===== src/hw/rtl/rtse_pkg.sv =====
// ----------------------------------------------------------------------------
// rtse_pkg
// shared widths, constants and status codes of the rx timestamp seconds
// extension block
// ----------------------------------------------------------------------------
package rtse_pkg;

  localparam int unsigned FracW    = 27;
  localparam int unsigned SecW     = 32;
  localparam int unsigned NsW      = 30;
  localparam int unsigned FlagW    = 2;
  localparam int unsigned WordW    = 32;
  localparam int unsigned StatusW  = 2;

  // input tdata: tick_seconds, tick_fraction, tick_flags, prefix_word, pad
  localparam int unsigned InDataW  = 96;
  // output tdata: seconds, nanoseconds, clock_flags
  localparam int unsigned OutDataW = 64;

  localparam int unsigned ProdW    = FracW + NsW;

  localparam logic [NsW-1:0]   NsPerSec     = 30'd1000000000;
  localparam logic [FracW:0]   OneSecond    = 28'h8000000;
  localparam int unsigned      TicksPerSec  = 4;
  localparam logic [FracW-1:0] SyncDelayMax = 27'h1999999;
  localparam logic [FracW-1:0] PktDelayMax  = 27'h0CCCCCC;
  // window limits on the modular distance from the tick fraction
  localparam logic [FracW-1:0] AfterLimit   =
      FracW'(OneSecond / TicksPerSec) + SyncDelayMax;
  localparam logic [FracW-1:0] BeforeLimit  = FracW'(OneSecond - {1'b0, PktDelayMax});
  localparam logic [SecW-1:0]  NeverSecs    = '1;
  localparam int unsigned      NoTsBit      = 31;

  typedef enum logic [StatusW-1:0] {
    ST_OK         = 2'd0,
    ST_NO_TS      = 2'd1,
    ST_NEVER      = 2'd2,
    ST_NOT_SYNCED = 2'd3
  } status_e;

  typedef enum logic {
    OP_TICK  = 1'b0,
    OP_QUERY = 1'b1
  } op_e;

  typedef enum logic {
    REG_FRACTION_CORRECTION = 1'b0
  } reg_idx_e;

endpackage


===== src/hw/rtl/rx_timestamp_seconds_extension.sv =====
// ----------------------------------------------------------------------------
// rx_timestamp_seconds_extension
// extends 27-bit receive timestamp fractions to full seconds and nanoseconds
// ----------------------------------------------------------------------------
// Input stream (s_axis): tuser selects the operation. A sync tick (tuser 0)
// stores seconds, fraction and clock flags and marks the block synced. A
// packet query (tuser 1) carries the packet prefix word; its fraction plus
// fraction_correction is scaled to nanoseconds and placed in the second
// nearest the last sync tick.
// Output stream (m_axis): exactly one result per input transaction, in
// order; tuser holds the status, tdata seconds, nanoseconds and flags.
// From input acceptance a transaction passes one input register, then a single
// pass of correction add, distance compare and a 27x30 constant multiply into
// the result register. Throughput is one transaction per cycle while m_axis
// does not stall; the result register stage sets that figure. When m_axis
// stalls the result register holds and the input register, if empty, still
// takes one more transaction before s_axis_tready drops. Reset clears both
// stages and fraction_correction and marks the block never synced (seconds
// all ones). APB writes fraction_correction at address 0; the user must write
// it only while no transaction is in flight; the block does not enforce it.
module rx_timestamp_seconds_extension (
  input  logic                           clk_i,
  input  logic                           rst_ni,
  // input stream
  input  logic                           s_axis_tvalid,
  output logic                           s_axis_tready,
  // [31:0] tick_seconds, [58:32] tick_fraction, [60:59] tick_flags,
  // [92:61] prefix_word, [95:93] zero
  input  logic [rtse_pkg::InDataW-1:0]   s_axis_tdata,
  // [0] operation
  input  logic                           s_axis_tuser,
  // output stream
  output logic                           m_axis_tvalid,
  input  logic                           m_axis_tready,
  // [31:0] seconds, [61:32] nanoseconds, [63:62] clock_flags
  output logic [rtse_pkg::OutDataW-1:0]  m_axis_tdata,
  // [1:0] status
  output logic [rtse_pkg::StatusW-1:0]   m_axis_tuser,
  // configuration
  input  logic                           psel,
  input  logic                           penable,
  input  logic                           pwrite,
  input  logic [2:0]                     paddr,
  input  logic [31:0]                    pwdata,
  output logic [31:0]                    prdata,
  output logic                           pready
);
  import rtse_pkg::*;

  // configuration register
  logic [FracW-1:0] corr_q;
  logic             cfg_wr;

  assign pready = 1'b1;
  assign cfg_wr = psel && penable && pwrite && (reg_idx_e'(paddr[2]) == REG_FRACTION_CORRECTION);
  assign prdata = (reg_idx_e'(paddr[2]) == REG_FRACTION_CORRECTION) ?
                  {{(32-FracW){1'b0}}, corr_q} : '0;

  always_ff @(posedge clk_i or negedge rst_ni) begin
    if (!rst_ni) begin
      corr_q <= '0;
    end else if (cfg_wr) begin
      corr_q <= pwdata[FracW-1:0];
    end
  end

  // pipeline control
  logic in_valid_q, out_valid_q;
  logic advance, in_take;

  assign advance       = !out_valid_q || m_axis_tready;
  assign s_axis_tready = !in_valid_q || advance;
  assign in_take       = s_axis_tvalid && s_axis_tready;
  assign m_axis_tvalid = out_valid_q;

  // input register
  op_e              op_q;
  logic [SecW-1:0]  tick_sec_q;
  logic [FracW-1:0] tick_frac_q;
  logic [FlagW-1:0] tick_flags_q;
  logic [WordW-1:0] word_q;

  always_ff @(posedge clk_i) begin
    if (in_take) begin
      op_q         <= op_e'(s_axis_tuser);
      tick_sec_q   <= s_axis_tdata[31:0];
      tick_frac_q  <= s_axis_tdata[58:32];
      tick_flags_q <= s_axis_tdata[60:59];
      word_q       <= s_axis_tdata[92:61];
    end
  end

  // sync state
  logic [SecW-1:0]  sync_sec_q, sync_sec_d;
  logic [FracW-1:0] sync_frac_q, sync_frac_d;
  logic [FlagW-1:0] held_flags_q, held_flags_d;
  logic             synced_q, synced_d;

  // single pass
  logic [FracW-1:0] frac, distance;
  logic [FracW:0]   sum;
  logic [ProdW-1:0] prod;
  logic             no_ts, in_after, in_before;
  status_e          status_d;
  logic [SecW-1:0]  sec_d;
  logic [NsW-1:0]   ns_d;
  logic [FlagW-1:0] flags_d;
  logic             fire;

  assign fire = in_valid_q && advance;

  always_comb begin
    frac      = word_q[FracW-1:0] + corr_q;
    no_ts     = word_q[NoTsBit];
    distance  = frac - sync_frac_q;
    sum       = {1'b0, distance} + {1'b0, sync_frac_q};
    prod      = ProdW'(frac) * ProdW'(NsPerSec);
    in_after  = distance < AfterLimit;
    in_before = distance > BeforeLimit;

    sync_sec_d   = sync_sec_q;
    sync_frac_d  = sync_frac_q;
    held_flags_d = held_flags_q;
    synced_d     = synced_q;
    status_d     = ST_OK;
    sec_d        = '0;
    ns_d         = '0;
    flags_d      = '0;

    if (op_q == OP_TICK) begin
      sync_sec_d   = tick_sec_q;
      sync_frac_d  = tick_frac_q;
      held_flags_d = tick_flags_q;
      synced_d     = 1'b1;
    end else if (no_ts) begin
      status_d = ST_NO_TS;
    end else if (synced_q && (in_after || in_before)) begin
      ns_d    = prod[ProdW-1:FracW];
      flags_d = held_flags_q;
      // carry if after, none if before: a new second between tick and packet
      if (in_after) begin
        sec_d = sync_sec_q + SecW'(sum[FracW]);
      end else begin
        sec_d = sync_sec_q - SecW'(!sum[FracW]);
      end
    end else begin
      synced_d = 1'b0;
      status_d = (sync_sec_q == NeverSecs) ? ST_NEVER : ST_NOT_SYNCED;
    end
  end

  always_ff @(posedge clk_i or negedge rst_ni) begin
    if (!rst_ni) begin
      in_valid_q   <= 1'b0;
      out_valid_q  <= 1'b0;
      sync_sec_q   <= NeverSecs;
      sync_frac_q  <= '0;
      held_flags_q <= '0;
      synced_q     <= 1'b0;
    end else begin
      if (s_axis_tready) begin
        in_valid_q <= s_axis_tvalid;
      end
      if (advance) begin
        out_valid_q <= in_valid_q;
      end
      if (fire) begin
        sync_sec_q   <= sync_sec_d;
        sync_frac_q  <= sync_frac_d;
        held_flags_q <= held_flags_d;
        synced_q     <= synced_d;
      end
    end
  end

  // result register
  status_e          res_status_q;
  logic [SecW-1:0]  res_sec_q;
  logic [NsW-1:0]   res_ns_q;
  logic [FlagW-1:0] res_flags_q;

  always_ff @(posedge clk_i) begin
    if (fire) begin
      res_status_q <= status_d;
      res_sec_q    <= sec_d;
      res_ns_q     <= ns_d;
      res_flags_q  <= flags_d;
    end
  end

  assign m_axis_tuser = res_status_q;
  assign m_axis_tdata = {res_flags_q, res_ns_q, res_sec_q};

  // checks
  a_tick_syncs: assert property (@(posedge clk_i) disable iff (!rst_ni)
    fire && (op_q == OP_TICK) |=> synced_q)
    else $error("sync tick did not mark the block synced");

  a_bad_status_zero: assert property (@(posedge clk_i) disable iff (!rst_ni)
    out_valid_q && (res_status_q != ST_OK) |-> (m_axis_tdata == '0))
    else $error("non-ok result carries data");

  a_ns_range: assert property (@(posedge clk_i) disable iff (!rst_ni)
    out_valid_q |-> (res_ns_q < NsPerSec))
    else $error("nanoseconds out of range");

  a_empty_ready: assert property (@(posedge clk_i) disable iff (!rst_ni)
    !in_valid_q |-> s_axis_tready)
    else $error("input register empty but not ready");

  a_lost_sync: assert property (@(posedge clk_i) disable iff (!rst_ni)
    fire && (op_q == OP_QUERY) && (status_d == ST_NOT_SYNCED || status_d == ST_NEVER)
    |=> !synced_q)
    else $error("sync kept after a failed query");

endmodule

===== config.mk =====
export PLATFORM = sky130hd
export DESIGN_NAME = rx_timestamp_seconds_extension
export DESIGN_NICKNAME = d
export VERILOG_FILES = /design/src/hw/rtl/rtse_pkg.sv /design/src/hw/rtl/rx_timestamp_seconds_extension.sv
export SDC_FILE = /design/constraint.sdc
export NUM_CORES = 1
export LEC_CHECK = 0
export BUFFER_PORTS_ARGS = -buffer_cell sky130_fd_sc_hd__buf_2
export CORE_ASPECT_RATIO = 1.5
export CORE_MARGIN = 2
export CORE_UTILIZATION = 55
export CTS_CLUSTER_DIAMETER = 40
export DETAILED_ROUTE_END_ITERATION = 12
export PLACE_DENSITY = 0.75
export SYNTH_ARGS = -nofsm -noshare
export SYNTH_HDL_FRONTEND = slang
export SYNTH_SLANG_ARGS = --single-unit

===== constraint.sdc =====
create_clock -name clk_i -period 25.3 [get_ports clk_i]
set_clock_uncertainty 0.1 [all_clocks]
set_input_delay 5.06 -clock clk_i [delete_from_list [all_inputs] [get_ports clk_i]]
set_output_delay 5.06 -clock clk_i [all_outputs]
set_load 0.005 [all_outputs]

# Word-level counts from Yosys, hierarchy flattened
# Index checks and enable logic that the tools add are counted.
[word_totals]
ff_bits = 251
output_inout_bits = 101
elab_cells = 55
[classes]
n_addsub = 5
multipliers = 1
magnitude_cmp = 2
n_eq_ne = 3
muxes = 8
bitwise_logic = 3
n_reduce_logical = 16
[ops]
columns = ["op", "n"]
rows = [
  ["27-bit by 21-bit multiplier with 48-bit output, second input constant", 1],
  ["32-bit by 1-bit adder with 32-bit output", 1],
  ["32-bit equality test, second input constant", 1],
  ["32-bit two-way mux", 1],
  ["32-bit by 1-bit subtractor with 32-bit output", 1],
  ["27-bit by 27-bit adder with 28-bit output", 1],
  ["27-bit adder", 1],
  ["27-bit > comparator, second input constant", 1],
  ["27-bit by 26-bit < comparator with 1-bit output, second input constant", 1],
  ["27-bit two-way mux", 1],
  ["27-bit subtractor", 1],
  ["1-bit logical AND", 6],
  ["1-bit two-way mux", 6],
  ["3-bit OR reduction", 2],
  ["2-bit inequality test, second input constant", 2],
  ["1-bit zero test", 3],
  ["1-bit logical OR", 3],
  ["1-bit inverter", 3],
  ["3-bit AND reduction", 1],
  ["2-bit AND reduction", 1],
]

# Logic depth before layout (Yosys ltp)
[depth]
depth_word = 8
ltp_mapped = 45

# Least setup slack after synthesis
# No wires, ideal clock.
[synth_timing]
path_kind = "input port to output port"
startpoint = "in paddr[2]"
endpoint = "out prdata[17]"
arrival_time_ps = 5398
setup_slack_ps = 14742
stages = 2
cell_sequence = "clkbuf_1 > nor2b_1"
[synth_via]
elab_chain_len = 1
[synth_rtl]
columns = ["element", "line", "rtl"]
rows = [
  ["from (decl)", "rx_timestamp_seconds_extension.sv:43", "input logic [2:0] paddr,"],
  ["27-bit two-way mux", "rx_timestamp_seconds_extension.sv:56", "assign prdata = (reg_idx_e'(paddr[2]) == REG_FRACTION_CORRECTION) ?"],
  ["to (decl)", "rx_timestamp_seconds_extension.sv:45", "output logic [31:0] prdata,"],
]
# Every way passes these cells.

# Worst setup path after layout
# Ends and elaborated chain as after synthesis.

==> out/metrics.yaml <==
grt:
  grt_pass1_vias: 19195
  grt.overflow.total: 0
  grt-busiest-layer: "met2"
  met3_usage_pct: 4.044
  track_usage_pct: 26.57
  use_met1_pct: 29.39
  grt_pass1_wl_mm: 97.70
  antenna_found_initial: 0
  grt_max_degree: 79
  use_met2_pct: 48.77
sta:
  fmax_mhz: 91.55
  hold_violations: 0
  rsz0062_at_grt: "false"
  finalSetupTns_ns: 0
  period_share_pct: 43.17
  setup_viol: 0
  worstMarginPinSlew_ns: 1.067
  min_period_ns: 10.92
  worst_slack_ns: 14.38
  drv_slew: 0
  relSlewSlack_pct: 28.51
clock_tree:
  cts_buffers: 30
  cts_root_buf: "clkbuf_16"
  clock_sinks: 247
  cts_tree: "built"
  hold_buffers: 0
  cts.repair.resized: 0
  cts_setup_buffers: 0
  cts.clk_slew.worst_paths_ns: 0.06
  insertion_delay_ns: 0.60
  h-tree-depth: 1
  cts_buffer_depth: 3
final_layout:
  final_cells: 3125
  fin_nets: 3267
  area_growth_pct: 11.66
  diodes: 0
  drive_gt1_share_pct: 17.85
placement:
  dpl.hpwl_mm: 47.74
  io_buffers: 219
  gp_congestion: 0.9429
  dpl.cell_count: 3070
  dp_slack_ns: 14.37
logic_synthesis:
  synth_compound_area_share_pct: 9.231
  synth-seq-area-share_pct: 28.23
  synth_top_cell_area_share_pct: 20.90
  synth_area_per_cell_um2: 10.87
  syn_area_um2: 24800
  synth_warnings: 0
  synth-xor-area-share_pct: 3.844
  synth_seq_cells: 247
  yosys.area_share.adder_pct: 38.51
  synth.area.top_cells: "fa_1 (21%), edfxtp_1 (19%), ha_1 (18%)"
  syn_inst: 2282
  muxShareOfSynthArea_pct: 2.936
  synth_area_leader_cell: "fa_1"
  synth_flop_cell: "edfxtp_1"
  post_synth_num_cell_types: 78
  yosys.area_share.simple_pct: 9.151
  synth_edf_count: 156
  async_reset_ff_share_pct: 36.84
  synth_top_family_by_area: "adder cells"
floorplanning:
  ios: 240
  fp.dieH_um: 264.1
  coreArea_um2: 44690
  rows: 95
  start_util_pct: 55.50
  die_w_um: 177.4
  die-area_um2: 46850
critical_path:
  required_ns: 20.14
  ff2ff_path_depth: 40
  startpoint_type: "input port"
  crit_arrival_ns: 5.76
  timing.rr.end: "res_sec_q[28]$_SDFFCE_PP0P_"
  reg2reg_slack_ns: 15.00
  critical_path.reg2reg.startpoint: "corr_q[0]$_DFFE_PN0P_"
  crit_fanout: 28
  crit_path_start: "paddr[2]"
  critPathKind: "in -> out"
  endpoint_kind: "primary output"
  setup.worst_path.end: "prdata[17]"
detailed_routing:
  drtIter0Drc: 783
  num_vias: 17431
  ant_nets: 0
  wl_per_cell_um: 19.07
  firstDrtPassIters: 6
  drcViolationCount: 0
  viasPerCell: 5.578
  wl_mm: 59.58
run:
  cap_violations: 0
run_status:
  status: "complete, no violations"
worst_hold_path:
  worst_hold_path_type: "reg -> reg"
  min_from: "tick_frac_q[5]$_DFFE_PP_"
  holdPathStages: 2
==> worst min-delay path by stage <==
stage	endpoint	slack, ns
finish	sync_frac_q[5]$_DFFE_PN0P_	0.37
CTS	held_flags_q[1]$_DFFE_PN0P_	0.37
floorplan	held_flags_q[0]$_DFFE_PN0P_	0.33
global placement	held_flags_q[0]$_DFFE_PN0P_	0.34
detailed placement	sync_frac_q[22]$_DFFE_PN0P_	0.35
global route	sync_sec_q[12]$_DFFE_PN1P_	0.39
==> registers in the layout, summed over array words and instances, names as in the netlist, 27 cells and up <==
signal       cells
sync_frac_q     27
res_sec_q       32
corr_q          27
res_ns_q        30
tick_sec_q      32
tick_frac_q     27
sync_sec_q      32
word_q          28
==> cell usage in the layout, fill, tap and decap left out, types with 18 or more instances in the layout <==
| cell | n |
|---|---|
| o21a_1 | 18 |
| nor3_1 | 19 |
| mux2_2 | 60 |
| o21ai_0 | 80 |
| a211oi_1 | 18 |
| dfstp_2 | 32 |
| nor2b_1 | 42 |
| nand4_1 | 29 |
| nor4_1 | 31 |
| inv_1 | 464 |
| buf_2 | 218 |
| nand2_1 | 78 |
| xnor2_1 | 46 |
| a21oi_1 | 98 |
| edfxtp_1 | 156 |
| nor4_2 | 32 |
| dfrtp_1 | 59 |
| clkbuf_16 | 30 |
| nor2_1 | 59 |
| buf_4 | 33 |
| nand3_1 | 18 |
| xor2_1 | 46 |
| a21o_1 | 55 |
| fa_1 | 259 |
| nand2b_1 | 26 |
| ha_1 | 349 |
==> critical path: stages <==
cell and delay, ns:
buf_2 0.41, nor2b_1 0.12, buf_2 0.15
==> synth_stat cells (all sizes together) (21+ instances only) <==
cell    instances
inv           466
ha            349
fa            259
edfxtp        156
a21oi          98
o21ai          83
nand2          79
nor4           63
mux2           60
nor2           60
dfrtp          59
xnor2          56
a21o           55
xor2           49
nor2b          42
dfstp          32
clkbuf         31
nand4          29
nand2b         26
nor3           21
==> layout make-up <==
| type | count | area (um^2) |
|---|---|---|
| fillers | 3667 | 17000 |
| clock buffers | 40 | 808.3 |
| clock inverters | 15 | 166.4 |
| flip-flops and latches | 247 | 7002 |
| well taps | 582 | 728.2 |
| repair buffers | 251 | 1339 |
| inverters | 466 | 1749 |
| multi-input cells | 1524 | 15900 |
==> layer usage <==
layer / routed length, um / vias to the layer above
met2: 31810 / 488
met4: 3398 / 0
met3: 2978 / 184
met1: 21390 / 8580
li1: - / 8179
met5: 0 / -
==> cell families after synthesis <==
kind of cell | after synthesis
adders and majority gates | 608
xor gates and xnor gates | 105
DFF | 247
and+or+nand+nor | 385
muxes | 64
AOI/OAI and AO/OA | 356
other | 2
buffers and inverters | 515
==> metrics by stage <==
step / hold WS [ns] / cell area [um^2] / util, %
after detailed placement: 0.3507 / 26720 / 59.79
after CTS: 0.3710 / 27700 / 61.97
after global routing: 0.3891 / 27700 / 61.97
final: 0.3661 / 27700 / 61.97
after floorplan: 0.3260 / 24820 / -
after global placement: 0.3378 / 26720 / 59.79
Power is left out: the tool's default activity adds up to more than one toggle a clock period on the data nets, which glitch-free logic cannot reach.
